[config.mk]
export PLATFORM = sky130hd
export DESIGN_NAME = trigger_byte_responder_capture
export DESIGN_NICKNAME = d
export VERILOG_FILES = /design/src/rtl/tbr_pkg.sv /design/src/rtl/tbr_chunk_ram.sv /design/src/rtl/tbr_seq.sv /design/src/rtl/trigger_byte_responder_capture.sv
export SDC_FILE = /design/constraint.sdc
export NUM_CORES = 1
export LEC_CHECK = 0
export ABC_CLOCK_PERIOD_IN_PS = 8530
export BUFFER_PORTS_ARGS = -buffer_cell sky130_fd_sc_hd__buf_4
export CAP_MARGIN = 25
export CELL_PAD_IN_SITES_DETAIL_PLACEMENT = 0
export CELL_PAD_IN_SITES_GLOBAL_PLACEMENT = 2
export CORE_ASPECT_RATIO = 0.7
export CORE_MARGIN = 5
export CORE_UTILIZATION = 35
export CTS_CLUSTER_SIZE = 20
export DETAILED_ROUTE_END_ITERATION = 8
export PLACE_DENSITY_LB_ADDON = 0.1
export SYNTH_ARGS = -nofsm -noshare
export SYNTH_HDL_FRONTEND = slang
export SYNTH_SLANG_ARGS = --single-unit
[constraint.sdc]
create_clock -name clk -period 8.53 [get_ports clk]
set_input_delay 0.853 -clock clk [delete_from_list [all_inputs] [get_ports clk]]
set_output_delay 0.853 -clock clk [all_outputs]
set_load 0.05 [all_outputs]
[src/rtl/tbr_pkg.sv]
`timescale 1ns / 1ps
// ----------------------------------------------------------------------------
// tbr_pkg: shared types and constants of the trigger byte responder
// Register indexes, item and result codes, sequencer steps, the register
// bundle and the result record passed between the sequencer and the top level.
// ----------------------------------------------------------------------------
package tbr_pkg;

    localparam int BYTE_W       = 8;
    localparam int FIELD_TIME_W = 24;
    localparam int COUNT_W      = 4;
    localparam int GAP_W        = 8;
    localparam int CFG_W        = 64;
    localparam int CFG_IDX_W    = 3;
    localparam int MODE_W       = 2;

    // Results produced by one item never exceed this; later ones are dropped.
    localparam int RESULT_CAP   = 17;
    localparam int RES_CNT_W    = 5;

    // Configuration register indexes.
    localparam logic [CFG_IDX_W-1:0] REG_TRIGGER_SET    = 3'd0;
    localparam logic [CFG_IDX_W-1:0] REG_TRIGGER_COUNT  = 3'd1;
    localparam logic [CFG_IDX_W-1:0] REG_REPLY_BYTES    = 3'd2;
    localparam logic [CFG_IDX_W-1:0] REG_REPLY_COUNT    = 3'd3;
    localparam logic [CFG_IDX_W-1:0] REG_WAIT_LIMIT     = 3'd4;
    localparam logic [CFG_IDX_W-1:0] REG_CAPTURE_WINDOW = 3'd5;
    localparam logic [CFG_IDX_W-1:0] REG_IDLE_GAP       = 3'd6;

    // Register reset values.
    localparam logic [CFG_W-1:0]        RST_TRIGGER_SET    = 64'd0;
    localparam logic [COUNT_W-1:0]      RST_TRIGGER_COUNT  = 4'd1;
    localparam logic [CFG_W-1:0]        RST_REPLY_BYTES    = 64'd0;
    localparam logic [COUNT_W-1:0]      RST_REPLY_COUNT    = 4'd1;
    localparam logic [FIELD_TIME_W-1:0] RST_WAIT_LIMIT     = 24'd1000;
    localparam logic [FIELD_TIME_W-1:0] RST_CAPTURE_WINDOW = 24'd0;
    localparam logic [GAP_W-1:0]        RST_IDLE_GAP       = 8'd10;

    localparam logic [FIELD_TIME_W-1:0] FIELD_TIME_MAX = 24'hFFFFFF;

    // Item modes.
    localparam logic [MODE_W-1:0] MODE_ARM  = 2'd0;
    localparam logic [MODE_W-1:0] MODE_BYTE = 2'd1;
    localparam logic [MODE_W-1:0] MODE_TICK = 2'd2;
    localparam logic [MODE_W-1:0] MODE_NONE = 2'd3;

    typedef enum logic [2:0] {
        KIND_TX      = 3'd0,
        KIND_ECHO    = 3'd1,
        KIND_MATCH   = 3'd2,
        KIND_TIMEOUT = 3'd3,
        KIND_CHUNK   = 3'd4,
        KIND_END     = 3'd5
    } kind_t;

    typedef enum logic [1:0] {
        PH_IDLE    = 2'd0,
        PH_WAIT    = 2'd1,
        PH_CAPTURE = 2'd2
    } phase_t;

    typedef enum logic [2:0] {
        ST_IN       = 3'd0,
        ST_REPLY    = 3'd1,
        ST_ECHO     = 3'd2,
        ST_MATCH    = 3'd3,
        ST_TIMEOUT  = 3'd4,
        ST_FLUSH_RD = 3'd5,
        ST_FLUSH    = 3'd6,
        ST_END      = 3'd7
    } step_t;

    // Bit positions of the result plan, in emission order.
    localparam int PLAN_W    = 6;
    localparam int P_REPLY   = 0;
    localparam int P_ECHO    = 1;
    localparam int P_MATCH   = 2;
    localparam int P_TIMEOUT = 3;
    localparam int P_FLUSH   = 4;
    localparam int P_END     = 5;

    typedef struct packed {
        logic [CFG_W-1:0]        trigger_set;
        logic [COUNT_W-1:0]      trigger_count;
        logic [CFG_W-1:0]        reply_bytes;
        logic [COUNT_W-1:0]      reply_count;
        logic [FIELD_TIME_W-1:0] wait_limit;
        logic [FIELD_TIME_W-1:0] capture_window;
        logic [GAP_W-1:0]        idle_gap;
    } cfg_t;

    typedef struct packed {
        logic                    valid;
        kind_t                   kind;
        logic [BYTE_W-1:0]       value;
        logic [FIELD_TIME_W-1:0] elapsed;
        logic                    last;
    } result_t;

endpackage

[src/rtl/tbr_chunk_ram.sv]
`timescale 1ns / 1ps
// ----------------------------------------------------------------------------
// tbr_chunk_ram: capture chunk store
// Single write port, single read port, read data registered.
// ----------------------------------------------------------------------------
module tbr_chunk_ram #(
    parameter int  DEPTH = 16,
    localparam int AW    = (DEPTH > 1) ? $clog2(DEPTH) : 1
) (
    input  logic                      clk,
    input  logic                      we,
    input  logic [AW-1:0]             waddr,
    input  logic [tbr_pkg::BYTE_W-1:0] wdata,
    input  logic                      re,
    input  logic [AW-1:0]             raddr,
    output logic [tbr_pkg::BYTE_W-1:0] rdata
);

    logic [tbr_pkg::BYTE_W-1:0] mem [DEPTH];
    logic [tbr_pkg::BYTE_W-1:0] rdata_reg;

    always_ff @(posedge clk)
    begin
        if (we)
        begin
            mem[waddr] <= wdata;
        end
        if (re)
        begin
            rdata_reg <= mem[raddr];
        end
    end

    assign rdata = rdata_reg;

endmodule

[src/rtl/tbr_seq.sv]
`timescale 1ns / 1ps
// ----------------------------------------------------------------------------
// tbr_seq: phase control and result sequencer
// Updates the phase, timers and chunk fill when an item is taken, records
// which results it causes, then emits them in order, one per cycle while taken.
// ----------------------------------------------------------------------------
module tbr_seq #(
    parameter int  MAX_TRIGGERS = 8,
    parameter int  CHUNK_DEPTH  = 16,
    parameter int  TIME_BITS    = 24,
    localparam int AW = (CHUNK_DEPTH > 1) ? $clog2(CHUNK_DEPTH) : 1
) (
    input  logic                          clk,
    input  logic                          rst_n,
    input  tbr_pkg::cfg_t                 cfg,
    input  logic                          in_valid,
    input  logic [tbr_pkg::MODE_W-1:0]    in_mode,
    input  logic [tbr_pkg::BYTE_W-1:0]    in_byte,
    output logic                          in_ready,
    input  logic                          take,
    output tbr_pkg::result_t              res,
    output logic                          ram_we,
    output logic [AW-1:0]                 ram_waddr,
    output logic [tbr_pkg::BYTE_W-1:0]    ram_wdata,
    output logic                          ram_re,
    output logic [AW-1:0]                 ram_raddr,
    input  logic [tbr_pkg::BYTE_W-1:0]    ram_rdata
);

    localparam int FW = $clog2(CHUNK_DEPTH + 1);
    localparam int EW = (TIME_BITS > tbr_pkg::FIELD_TIME_W) ? TIME_BITS : tbr_pkg::FIELD_TIME_W;
    localparam logic [TIME_BITS-1:0] TIME_MAX = {TIME_BITS{1'b1}};

    function automatic logic [tbr_pkg::COUNT_W-1:0] clamp_count(
        input logic [tbr_pkg::COUNT_W-1:0] c);
        return (c > tbr_pkg::COUNT_W'(MAX_TRIGGERS)) ? tbr_pkg::COUNT_W'(MAX_TRIGGERS) : c;
    endfunction

    function automatic logic [tbr_pkg::FIELD_TIME_W-1:0] sat_time(input logic [TIME_BITS-1:0] t);
        logic [EW-1:0] x;
        x = EW'(t);
        return (x > EW'(tbr_pkg::FIELD_TIME_MAX)) ? tbr_pkg::FIELD_TIME_MAX
                                                   : x[tbr_pkg::FIELD_TIME_W-1:0];
    endfunction

    function automatic tbr_pkg::step_t first_step(input logic [tbr_pkg::PLAN_W-1:0] en);
        if (en[tbr_pkg::P_REPLY])   return tbr_pkg::ST_REPLY;
        if (en[tbr_pkg::P_ECHO])    return tbr_pkg::ST_ECHO;
        if (en[tbr_pkg::P_MATCH])   return tbr_pkg::ST_MATCH;
        if (en[tbr_pkg::P_TIMEOUT]) return tbr_pkg::ST_TIMEOUT;
        if (en[tbr_pkg::P_FLUSH])   return tbr_pkg::ST_FLUSH_RD;
        if (en[tbr_pkg::P_END])     return tbr_pkg::ST_END;
        return tbr_pkg::ST_IN;
    endfunction

    // Plan positions that come after the given step.
    function automatic logic [tbr_pkg::PLAN_W-1:0] later_mask(input tbr_pkg::step_t s);
        logic [tbr_pkg::PLAN_W-1:0] m;
        m = '0;
        case (s)
            tbr_pkg::ST_REPLY:    m = 6'b111110;
            tbr_pkg::ST_ECHO:     m = 6'b111100;
            tbr_pkg::ST_MATCH:    m = 6'b111000;
            tbr_pkg::ST_TIMEOUT:  m = 6'b110000;
            tbr_pkg::ST_FLUSH_RD: m = 6'b100000;
            tbr_pkg::ST_FLUSH:    m = 6'b100000;
            default:              m = '0;
        endcase
        return m;
    endfunction

    tbr_pkg::step_t  state_reg, state_next;
    tbr_pkg::phase_t phase_reg, phase_next;
    logic [TIME_BITS-1:0]               el_reg, el_next;
    logic [TIME_BITS-1:0]               lbt_reg, lbt_next;
    logic [FW-1:0]                      fill_reg, fill_next;
    logic [tbr_pkg::PLAN_W-1:0]         plan_reg, plan_next;
    logic [tbr_pkg::BYTE_W-1:0]         byte_reg;
    logic [tbr_pkg::FIELD_TIME_W-1:0]   snap_reg, snap_next;
    logic [FW-1:0]                      nflush_reg, nflush_next;
    logic [FW-1:0]                      idx_reg, idx_next;
    logic [tbr_pkg::COUNT_W-1:0]        k_reg, k_next;
    logic [tbr_pkg::RES_CNT_W-1:0]      cnt_reg, cnt_next;

    logic                               accept;
    logic                               hit;
    logic                               start_cap;
    logic                               wr_en;
    logic [tbr_pkg::COUNT_W-1:0]        tc;
    logic [tbr_pkg::COUNT_W-1:0]        rc;
    logic [TIME_BITS-1:0]               el_inc;
    logic [TIME_BITS-1:0]               gap_diff;
    logic [tbr_pkg::PLAN_W-1:0]         plan_new;
    logic                               emit;
    logic                               more_in_step;
    logic                               cap_hit;
    logic                               last_res;
    tbr_pkg::step_t                     after_step;
    logic [FW-1:0]                      idx_inc;
    logic [tbr_pkg::COUNT_W-1:0]        k_inc;

    assign in_ready = (state_reg == tbr_pkg::ST_IN);
    assign accept   = in_valid && in_ready;
    assign tc       = clamp_count(cfg.trigger_count);
    assign rc       = clamp_count(cfg.reply_count);
    assign el_inc   = (el_reg == TIME_MAX) ? el_reg : el_reg + TIME_BITS'(1);
    assign gap_diff = el_inc - lbt_reg;
    assign idx_inc  = idx_reg + FW'(1);
    assign k_inc    = k_reg + tbr_pkg::COUNT_W'(1);

    always_comb
    begin
        hit = 1'b0;
        for (int i = 0; i < MAX_TRIGGERS; i++)
        begin
            if ((tbr_pkg::COUNT_W'(i) < tc) &&
                (cfg.trigger_set[8*i +: 8] == in_byte))
            begin
                hit = 1'b1;
            end
        end
    end

    // Phase and timer update for an accepted item, and the results it causes.
    always_comb
    begin
        phase_next  = phase_reg;
        el_next     = el_reg;
        lbt_next    = lbt_reg;
        fill_next   = fill_reg;
        snap_next   = snap_reg;
        nflush_next = nflush_reg;
        plan_new    = '0;
        start_cap   = 1'b0;
        wr_en       = 1'b0;
        if (accept)
        begin
            case (in_mode)
                tbr_pkg::MODE_ARM:
                begin
                    phase_next = tbr_pkg::PH_WAIT;
                    el_next    = '0;
                    lbt_next   = '0;
                    fill_next  = '0;
                    if (cfg.wait_limit == '0)
                    begin
                        plan_new[tbr_pkg::P_TIMEOUT] = 1'b1;
                        start_cap                    = 1'b1;
                    end
                end
                tbr_pkg::MODE_BYTE:
                begin
                    if (phase_reg == tbr_pkg::PH_WAIT)
                    begin
                        plan_new[tbr_pkg::P_ECHO] = 1'b1;
                        snap_next                 = sat_time(el_reg);
                        if (hit)
                        begin
                            plan_new[tbr_pkg::P_REPLY] = (rc != '0);
                            plan_new[tbr_pkg::P_MATCH] = 1'b1;
                            start_cap                  = 1'b1;
                        end
                    end
                    else if (phase_reg == tbr_pkg::PH_CAPTURE)
                    begin
                        wr_en     = 1'b1;
                        lbt_next  = el_reg;
                        snap_next = sat_time(el_reg);
                        if ((fill_reg + FW'(1) == FW'(CHUNK_DEPTH)) || (cfg.idle_gap == '0))
                        begin
                            plan_new[tbr_pkg::P_FLUSH] = 1'b1;
                            nflush_next                = fill_reg + FW'(1);
                            fill_next                  = '0;
                        end
                        else
                        begin
                            fill_next = fill_reg + FW'(1);
                        end
                    end
                end
                tbr_pkg::MODE_TICK:
                begin
                    if (phase_reg == tbr_pkg::PH_WAIT)
                    begin
                        el_next = el_inc;
                        if (EW'(el_inc) >= EW'(cfg.wait_limit))
                        begin
                            plan_new[tbr_pkg::P_TIMEOUT] = 1'b1;
                            start_cap                    = 1'b1;
                        end
                    end
                    else if (phase_reg == tbr_pkg::PH_CAPTURE)
                    begin
                        el_next   = el_inc;
                        snap_next = sat_time(el_inc);
                        if (EW'(el_inc) >= EW'(cfg.capture_window))
                        begin
                            plan_new[tbr_pkg::P_FLUSH] = (fill_reg != '0);
                            plan_new[tbr_pkg::P_END]   = 1'b1;
                            nflush_next                = fill_reg;
                            fill_next                  = '0;
                            phase_next                 = tbr_pkg::PH_IDLE;
                        end
                        else if ((fill_reg != '0) && (EW'(gap_diff) >= EW'(cfg.idle_gap)))
                        begin
                            plan_new[tbr_pkg::P_FLUSH] = 1'b1;
                            nflush_next                = fill_reg;
                            fill_next                  = '0;
                        end
                    end
                end
                default:
                begin
                    plan_new = '0;
                end
            endcase
            if (start_cap)
            begin
                phase_next = tbr_pkg::PH_CAPTURE;
                el_next    = '0;
                lbt_next   = '0;
                fill_next  = '0;
                if (cfg.capture_window == '0)
                begin
                    plan_new[tbr_pkg::P_END] = 1'b1;
                    phase_next               = tbr_pkg::PH_IDLE;
                end
            end
        end
        plan_next = accept ? plan_new : plan_reg;
    end

    // Sequencer outputs.
    always_comb
    begin
        res.valid    = 1'b0;
        res.kind     = tbr_pkg::KIND_TX;
        res.value    = '0;
        res.elapsed  = '0;
        more_in_step = 1'b0;
        unique case (state_reg)
            tbr_pkg::ST_IN, tbr_pkg::ST_FLUSH_RD:
            begin
                res.valid = 1'b0;
            end
            tbr_pkg::ST_REPLY:
            begin
                res.valid    = 1'b1;
                res.kind     = tbr_pkg::KIND_TX;
                res.value    = cfg.reply_bytes[{k_reg[2:0], 3'b000} +: 8];
                more_in_step = (k_inc < rc);
            end
            tbr_pkg::ST_ECHO:
            begin
                res.valid   = 1'b1;
                res.kind    = tbr_pkg::KIND_ECHO;
                res.value   = byte_reg;
                res.elapsed = snap_reg;
            end
            tbr_pkg::ST_MATCH:
            begin
                res.valid = 1'b1;
                res.kind  = tbr_pkg::KIND_MATCH;
                res.value = byte_reg;
            end
            tbr_pkg::ST_TIMEOUT:
            begin
                res.valid = 1'b1;
                res.kind  = tbr_pkg::KIND_TIMEOUT;
            end
            tbr_pkg::ST_FLUSH:
            begin
                res.valid    = 1'b1;
                res.kind     = tbr_pkg::KIND_CHUNK;
                res.value    = ram_rdata;
                res.elapsed  = snap_reg;
                more_in_step = (idx_inc < nflush_reg);
            end
            tbr_pkg::ST_END:
            begin
                res.valid = 1'b1;
                res.kind  = tbr_pkg::KIND_END;
            end
            default:
            begin
                res.valid = 1'b0;
            end
        endcase
        emit       = res.valid && take;
        cap_hit    = (cnt_reg == tbr_pkg::RES_CNT_W'(tbr_pkg::RESULT_CAP - 1));
        after_step = first_step(plan_reg & later_mask(state_reg));
        last_res   = cap_hit || (!more_in_step && (after_step == tbr_pkg::ST_IN));
        res.last   = last_res;

        ram_we    = wr_en;
        ram_waddr = fill_reg[AW-1:0];
        ram_wdata = in_byte;
        ram_re    = (state_reg == tbr_pkg::ST_FLUSH_RD) ||
                    ((state_reg == tbr_pkg::ST_FLUSH) && emit && more_in_step && !cap_hit);
        ram_raddr = (state_reg == tbr_pkg::ST_FLUSH_RD) ? idx_reg[AW-1:0] : idx_inc[AW-1:0];
    end

    // Sequencer next state and counters.
    always_comb
    begin
        state_next = state_reg;
        idx_next   = idx_reg;
        k_next     = k_reg;
        cnt_next   = cnt_reg;
        unique case (state_reg)
            tbr_pkg::ST_IN:
            begin
                if (accept)
                begin
                    state_next = first_step(plan_new);
                    idx_next   = '0;
                    k_next     = '0;
                    cnt_next   = '0;
                end
            end
            tbr_pkg::ST_FLUSH_RD:
            begin
                state_next = tbr_pkg::ST_FLUSH;
            end
            default:
            begin
                if (emit)
                begin
                    cnt_next = cnt_reg + tbr_pkg::RES_CNT_W'(1);
                    if (state_reg == tbr_pkg::ST_REPLY)
                    begin
                        k_next = k_inc;
                    end
                    if (state_reg == tbr_pkg::ST_FLUSH)
                    begin
                        idx_next = idx_inc;
                    end
                    if (last_res)
                    begin
                        state_next = tbr_pkg::ST_IN;
                    end
                    else if (!more_in_step)
                    begin
                        state_next = after_step;
                    end
                end
            end
        endcase
    end

    always_ff @(posedge clk or negedge rst_n)
    begin
        if (!rst_n)
        begin
            state_reg <= tbr_pkg::ST_IN;
            phase_reg <= tbr_pkg::PH_IDLE;
            el_reg    <= '0;
            lbt_reg   <= '0;
            fill_reg  <= '0;
            plan_reg  <= '0;
            idx_reg   <= '0;
            k_reg     <= '0;
            cnt_reg   <= '0;
        end
        else
        begin
            state_reg <= state_next;
            phase_reg <= phase_next;
            el_reg    <= el_next;
            lbt_reg   <= lbt_next;
            fill_reg  <= fill_next;
            plan_reg  <= plan_next;
            idx_reg   <= idx_next;
            k_reg     <= k_next;
            cnt_reg   <= cnt_next;
        end
    end

    always_ff @(posedge clk)
    begin
        if (accept)
        begin
            byte_reg <= in_byte;
        end
        snap_reg   <= snap_next;
        nflush_reg <= nflush_next;
    end

endmodule

[src/rtl/trigger_byte_responder_capture.sv]
`timescale 1ns / 1ps
// ----------------------------------------------------------------------------
// trigger_byte_responder_capture: trigger byte responder with post capture
// Path: the first result of an item is registered in the sequencer state,
//   then in the output register; a flush first passes a memory read step.
// Throughput: one result beat per cycle while m_tready is high, but for the
//   read step of a flush; an item holds the input until its final result.
// Reset: rst_n is asynchronous; registers, phase and timers return to their
//   reset values at once. The chunk memory is not cleared and needs no pass.
// ----------------------------------------------------------------------------
//
// The block watches a stream of items: arm events, received UART bytes and
// millisecond ticks. After an arm it waits for one of the configured trigger
// bytes, echoing each byte with the time since arming. A trigger causes the
// canned reply bytes, the echo and a match report; the wait limit running out
// causes a timeout report. Either starts the capture window, in which bytes
// are gathered in the chunk memory and flushed as chunk beats when the chunk
// is full, after a quiet gap, or when the window closes, followed by an end
// report.
//
// The sequencer updates all phase state in the cycle the item is taken and
// records a plan of the results that the item causes. It then walks the plan
// one result a cycle as the output register takes them. Chunk bytes come out
// of a synchronous memory; the read of the next entry is issued while the
// current one is presented, so a flush runs at full rate after the first read.
// Chunk bytes are only written when an item is taken and only read while the
// input is held, so reads and writes of one entry never overlap.
//
// An output register separates the sequencer from the result stream, so the
// next item is taken while the final result of the previous one still waits.
module trigger_byte_responder_capture #(
    parameter int MAX_TRIGGERS = 8,
    parameter int CHUNK_DEPTH  = 16,
    parameter int TIME_BITS    = 24
) (
    input  logic        clk,
    input  logic        rst_n,
    // Item stream.
    input  logic        s_tvalid,
    output logic        s_tready,
    input  logic [7:0]  s_tdata,    // [7:0] rx_byte
    input  logic [1:0]  s_tuser,    // [1:0] mode
    // Result stream.
    output logic        m_tvalid,
    input  logic        m_tready,
    output logic [31:0] m_tdata,    // [7:0] value, [31:8] elapsed_ms
    output logic [2:0]  m_tuser,    // [2:0] kind
    output logic        m_tlast,
    // Configuration writes.
    input  logic        cfg_we,
    input  logic [2:0]  cfg_index,
    input  logic [63:0] cfg_data
);

    localparam int AW = (CHUNK_DEPTH > 1) ? $clog2(CHUNK_DEPTH) : 1;

    tbr_pkg::cfg_t    cfg_reg, cfg_next;
    tbr_pkg::result_t res;

    logic                               take;
    logic                               out_valid_reg, out_valid_next;
    tbr_pkg::kind_t                     out_kind_reg;
    logic [tbr_pkg::BYTE_W-1:0]         out_value_reg;
    logic [tbr_pkg::FIELD_TIME_W-1:0]   out_elapsed_reg;
    logic                               out_last_reg;

    logic                               ram_we;
    logic [AW-1:0]                      ram_waddr;
    logic [tbr_pkg::BYTE_W-1:0]         ram_wdata;
    logic                               ram_re;
    logic [AW-1:0]                      ram_raddr;
    logic [tbr_pkg::BYTE_W-1:0]         ram_rdata;

    // Register write decode. Indexes past the list are ignored.
    always_comb
    begin
        cfg_next = cfg_reg;
        if (cfg_we)
        begin
            unique case (cfg_index)
                tbr_pkg::REG_TRIGGER_SET:    cfg_next.trigger_set    = cfg_data;
                tbr_pkg::REG_TRIGGER_COUNT:  cfg_next.trigger_count  = cfg_data[3:0];
                tbr_pkg::REG_REPLY_BYTES:    cfg_next.reply_bytes    = cfg_data;
                tbr_pkg::REG_REPLY_COUNT:    cfg_next.reply_count    = cfg_data[3:0];
                tbr_pkg::REG_WAIT_LIMIT:     cfg_next.wait_limit     = cfg_data[23:0];
                tbr_pkg::REG_CAPTURE_WINDOW: cfg_next.capture_window = cfg_data[23:0];
                tbr_pkg::REG_IDLE_GAP:       cfg_next.idle_gap       = cfg_data[7:0];
                default:                     cfg_next                = cfg_reg;
            endcase
        end
    end

    always_ff @(posedge clk or negedge rst_n)
    begin
        if (!rst_n)
        begin
            cfg_reg.trigger_set    <= tbr_pkg::RST_TRIGGER_SET;
            cfg_reg.trigger_count  <= tbr_pkg::RST_TRIGGER_COUNT;
            cfg_reg.reply_bytes    <= tbr_pkg::RST_REPLY_BYTES;
            cfg_reg.reply_count    <= tbr_pkg::RST_REPLY_COUNT;
            cfg_reg.wait_limit     <= tbr_pkg::RST_WAIT_LIMIT;
            cfg_reg.capture_window <= tbr_pkg::RST_CAPTURE_WINDOW;
            cfg_reg.idle_gap       <= tbr_pkg::RST_IDLE_GAP;
        end
        else
        begin
            cfg_reg <= cfg_next;
        end
    end

    tbr_seq #(
        .MAX_TRIGGERS (MAX_TRIGGERS),
        .CHUNK_DEPTH  (CHUNK_DEPTH),
        .TIME_BITS    (TIME_BITS)
    ) u_seq (
        .clk       (clk),
        .rst_n     (rst_n),
        .cfg       (cfg_reg),
        .in_valid  (s_tvalid),
        .in_mode   (s_tuser),
        .in_byte   (s_tdata),
        .in_ready  (s_tready),
        .take      (take),
        .res       (res),
        .ram_we    (ram_we),
        .ram_waddr (ram_waddr),
        .ram_wdata (ram_wdata),
        .ram_re    (ram_re),
        .ram_raddr (ram_raddr),
        .ram_rdata (ram_rdata)
    );

    tbr_chunk_ram #(
        .DEPTH (CHUNK_DEPTH)
    ) u_chunk_ram (
        .clk   (clk),
        .we    (ram_we),
        .waddr (ram_waddr),
        .wdata (ram_wdata),
        .re    (ram_re),
        .raddr (ram_raddr),
        .rdata (ram_rdata)
    );

    // Output register: loads a result when empty or when its beat leaves.
    assign take = !out_valid_reg || m_tready;

    always_comb
    begin
        out_valid_next = out_valid_reg;
        if (res.valid && take)
        begin
            out_valid_next = 1'b1;
        end
        else if (m_tready)
        begin
            out_valid_next = 1'b0;
        end
    end

    always_ff @(posedge clk or negedge rst_n)
    begin
        if (!rst_n)
        begin
            out_valid_reg <= 1'b0;
        end
        else
        begin
            out_valid_reg <= out_valid_next;
        end
    end

    always_ff @(posedge clk)
    begin
        if (res.valid && take)
        begin
            out_kind_reg    <= res.kind;
            out_value_reg   <= res.value;
            out_elapsed_reg <= res.elapsed;
            out_last_reg    <= res.last;
        end
    end

    assign m_tvalid = out_valid_reg;
    assign m_tdata  = {out_elapsed_reg, out_value_reg};
    assign m_tuser  = out_kind_reg;
    assign m_tlast  = out_last_reg;

    // The sequencer never offers a result while it is free to take an item.
    a_no_result_when_ready: assert property (@(posedge clk) disable iff (!rst_n)
        res.valid |-> !s_tready)
        else $error("result offered while the item input is ready");

    // A result that the output register cannot take is held unchanged.
    a_result_held: assert property (@(posedge clk) disable iff (!rst_n)
        res.valid && !take |=> res.valid && $stable(res))
        else $error("pending result changed before it was taken");

    // An item of the unused mode causes no result and frees the input at once.
    a_unused_mode: assert property (@(posedge clk) disable iff (!rst_n)
        s_tvalid && s_tready && (s_tuser == tbr_pkg::MODE_NONE) |=> s_tready)
        else $error("unused mode item kept the input busy");

    // Handing over the final result of an item frees the input.
    a_last_frees_input: assert property (@(posedge clk) disable iff (!rst_n)
        res.valid && res.last && take |=> s_tready)
        else $error("input still busy after the final result");

endmodule
==> results.md <==
- Power comes to 7.85 mW.
- For this run, design rule violations remaining after detail routing come to 0.
- The source of the worst register-to-register timing path is u_seq.el_reg[20].
- The wire length of the first global-routing pass is 111,000 um.
- The final worst clock skew is 0.0234 ns.
- Setup violations remaining at the end of the flow were counted as 0.
- The register area share after synthesis is 53.2%.
- The routability-driven placement congestion ratio is 0.855.
- The data required time at the worst endpoint is 9.03 ns.
- Tracing the worst setup path back leads to its startpoint at u_seq.el_reg[20].
- Hold is met by 0.273 ns.
- STA classifies the critical path startpoint as a flop.
- The total overflow left after global routing is 0.
- The number of flip-flops under the largest register name is 192.
- Headroom to the max-slew limit came out at 24.9%.
- The number of antenna violations at the first check in global routing is 2.
- The standby leakage power is 11.8 nW.
- The layout overhead on the synthesized area is 14.5%.
- The core region is 69,600 sq um.
- The portion of the clock cycle consumed by the worst path in the final layout is 75.7%.
- The filler cell count is 6,605.
- The iteration count of the initial detailed-routing pass is 5.
- The sum of routed wire length over all layers is 75,200 um.
- After detailed routing, the number of vias per cell comes to 5.35.
- The number of synthesized flops with an enable pin is 209.
- Entering global routing, the biggest net connects 106 pins.
- The instance count after placement with tap cells included is 2,963.
- For this run, the total global-route usage over all layers was measured as 19.7%.
- The initial standard-cell utilization of the core is 35.2%.
- In the post-synthesis netlist, the biggest area contributors are dfrtp_1 (27%), edfxtp_1 (26%), mux2_2 (7.9%).
- The longest clock path from root to sink contains 3 buffers.
- The vias after detailed routing is 16,400.
- The measured slew at the worst slew-check pin is 1.12 ns.
- The class of the worst hold path is input port to async pin.
- The post-layout instance area is 28,100 sq um.
- The average wire per cell in the routed design is 24.6 um.
- The worst IR drop on VDD is 121 uV.
- The minimum setup slack among reg-to-reg paths is 2.08 ns.
- The TritonCTS sink count is 479.
- The top cell type by area accounts for 26.5% of the synthesized area.
- The worst reg2reg path depth is 17.
- The gate count after technology mapping is 2,003.
- The critical path data arrival time is 6.95 ns.
- The root buffer cell is clkbuf_16.
- The net switching power of the design is 2.81 mW.
- The share of total power dissipated in sequential elements is 39.4%.
- The accumulated negative setup slack is 0 ns.
- Once routing completed, OpenROAD measured the worst setup slack at 2.08 ns.
- Of the total power, combinational logic draws 32.8%.
- The internal portion of the total power is 5.04 mW.
- The worst register-to-register path ends at u_seq.el_reg[11].
- The later pin in the worst-skew pair is clocked with a latency of 0.61 ns.
- The via count of the first global-routing pass is 16,200.
- The number of rows created at floorplan is 81.
- The max-slew violation total from the final report is 0.
- Per report_power, the clock group accounts for 27.8% of the total.
- Each instance of the synthesized netlist takes up on average 12.3 sq um.
- The number of synthesized register bits is 479.
- The first routing iteration left 1,230 violations.
- The height of the chip is 232 um.
- The number of buffers created by CTS is 50.
- The number of maximum-capacitance violations is 0.
- The critical path endpoint category is a flop.
- Setup repair after global routing left no endpoint under its margin.
- Of the total power, the share spent switching nets is 35.8%.
- The time the worst path needs with I/O delays and setup is 6.45 ns.
- The area used by sequential logic in the layout is 13,000 sq um.
- The number of gates resized after CTS was 0.
- The main flop type after synthesis is dfrtp_1.
- The share of synthesized flip-flops with an asynchronous set or reset is 56.4%.
- The class of the most critical setup path is flop to flop.
- The number of H-tree branching levels is 2.
- After clock tree synthesis, the flow added hold-fix buffers numbering 0.
- The power per cell area is 279 nW/um^2.
- The final layout net count is 2,287.
- The clock tree from TritonCTS is done.
- The share of post-route cells with drive strength above 1 is 23.5%.
- At the end of the flow the core is filled with cells to 40.3%.
- Along the worst path, the maximum fanout reaches 17.
- Summed over all instances, the cell type with the most area after synthesis is dfrtp_1.
- The post-placement cell area is 26,500 sq um.
- In this run the count of I/O pins placed on the die edge is 120.
- Post-CTS timing repair inserted 0 buffers for setup.
- The netlist area before placement is 24,500 sq um.
- The half-perimeter wire length of the detailed placement result is 54,500 um.
- The count of buffers from port buffering is 119.
- The total number of yosys warnings is 0.
- The count of endpoints failing hold in the final timing report is 0.
- The run finished with clean final reports.
- The number of library cell types mapped by synthesis is 88.
- The area occupied by multi-input gates is 10,700 sq um.
- The area of the die is 75,600 sq um.
- The clock-pin transition on the worst setup and hold timing paths is 0.07 ns.
- The die is 326 um wide.
- After the flow finishes, the layout carries non-filler instances totaling 3,058.
- Based on the critical path, the design can be clocked at up to 155 MHz.
- At the placement stage, the worst setup path has a slack of 2.08 ns.
- The count of nets left with antenna violations once routing finished came out at 0.
- The net count after synthesis is 2,187.
[cells in the mapped netlist (all sizes together), types with 27 or more instances]
master,n
mux2,172
xnor2,40
edfxtp,209
nor4,36
nor2,90
a21o,32
dfrtp,260
ha,101
xor2,91
o21ai,90
nand4,34
clkbuf,68
and2,30
buf,37
nor3,27
inv,111
a21oi,64
nand3,55
mux4,56
nand2,162
mux2i,39
[cell families (layout without fill, tap and decap cells)]
logic type,count (synthesis),after routing,synth area share (%)
XOR/XNOR,132,132,4.77
multiplexers,267,267,14.6
buffers and inverters,216,355,3.49
flip-flops,479,479,53.2
adder cells (fa/ha/maj),102,102,5.23
other,0,3,0
AND/OR/NAND/NOR,520,520,10.8
AO/OA/AOI/OAI,287,287,7.89
[layout make-up]
class | count | area share [%]
diodes | 3 | 0.0267
clock buffers | 69 | 5.03
clock inverters | 22 | 0.739
inverters | 111 | 1.48
multi-input cells | 1308 | 38.1
flip-flops and latches | 479 | 46.4
well taps | 913 | 4.07
repair buffers | 153 | 4.11
[worst max-delay path: stages, from the launching register on]
cell and delay [ns]:
dfrtp_1 0.49, and4_1 0.29, and3_1 0.22, a21oi_1 0.41, nand2_1 0.24, nor3_1 0.46, nand3_1 0.23, xnor2_1 0.58
ha_1 0.37, o21ai_0 0.15, a21oi_1 0.08, a221o_1 0.33, a31o_2 0.27, a211oi_2 0.45, nand2_1 0.23, o311ai_4 0.90
nor3_2 0.30, a22o_1 0.31
[power by group through the flow]
| stage | sequential (mW) | combinational, mW | clock, mW |
|---|---|---|---|
| final | 3.09 | 2.57 | 2.18 |
| after global routing | 3.14 | 2.78 | 2.35 |
| after CTS | 3.10 | 2.59 | 2.26 |
| after detailed placement | 3.14 | 2.57 | 0 |
| after global placement | 3.13 | 2.58 | 0 |
| after floorplan | 3.31 | 1.51 | 0 |
[layer usage]
metal | vias up | global-route usage, % | wire, um
li1 | 7547 | - | -
met1 | 8346 | 33.5 | 41200
met2 | 397 | 26.1 | 29200
met3 | 65 | 2.97 | 3790
met4 | 0 | 3.52 | 982
met5 | - | 0 | 0
[worst max-delay path by stage]
stage	endpoint	slack, ns	cells after the start
final	u_seq.el_reg[11]	2.08	17
after global placement	u_seq.el_reg[11]	2.22	16
after floorplan	u_seq.nflush_reg[0]	3.53	20
after detailed placement	u_seq.el_reg[11]	2.08	17
after global routing	u_seq.el_reg[11]	1.61	17
after CTS	u_seq.el_reg[11]	2.07	17
[placed cells by master (no fill, tap or decap), drive strengths merged, types with 10 or more instances in the layout]
cell type,count
a21oi,64
and2,30
nand2,162
nand4,34
nor2b,10
nor4b,16
xnor2,40
ha,101
inv,113
nand3,55
nor2,90
mux2i,39
o211ai,10
xor2,91
nor4,36
edfxtp,209
nor3,27
nand2b,15
dfstp,10
clkinv,17
mux2,172
dfrtp,260
mux4,56
clkbuf,69
a21o,32
buf,153
and3,17
o21ai,90
(Power assumes the default switching activity.)
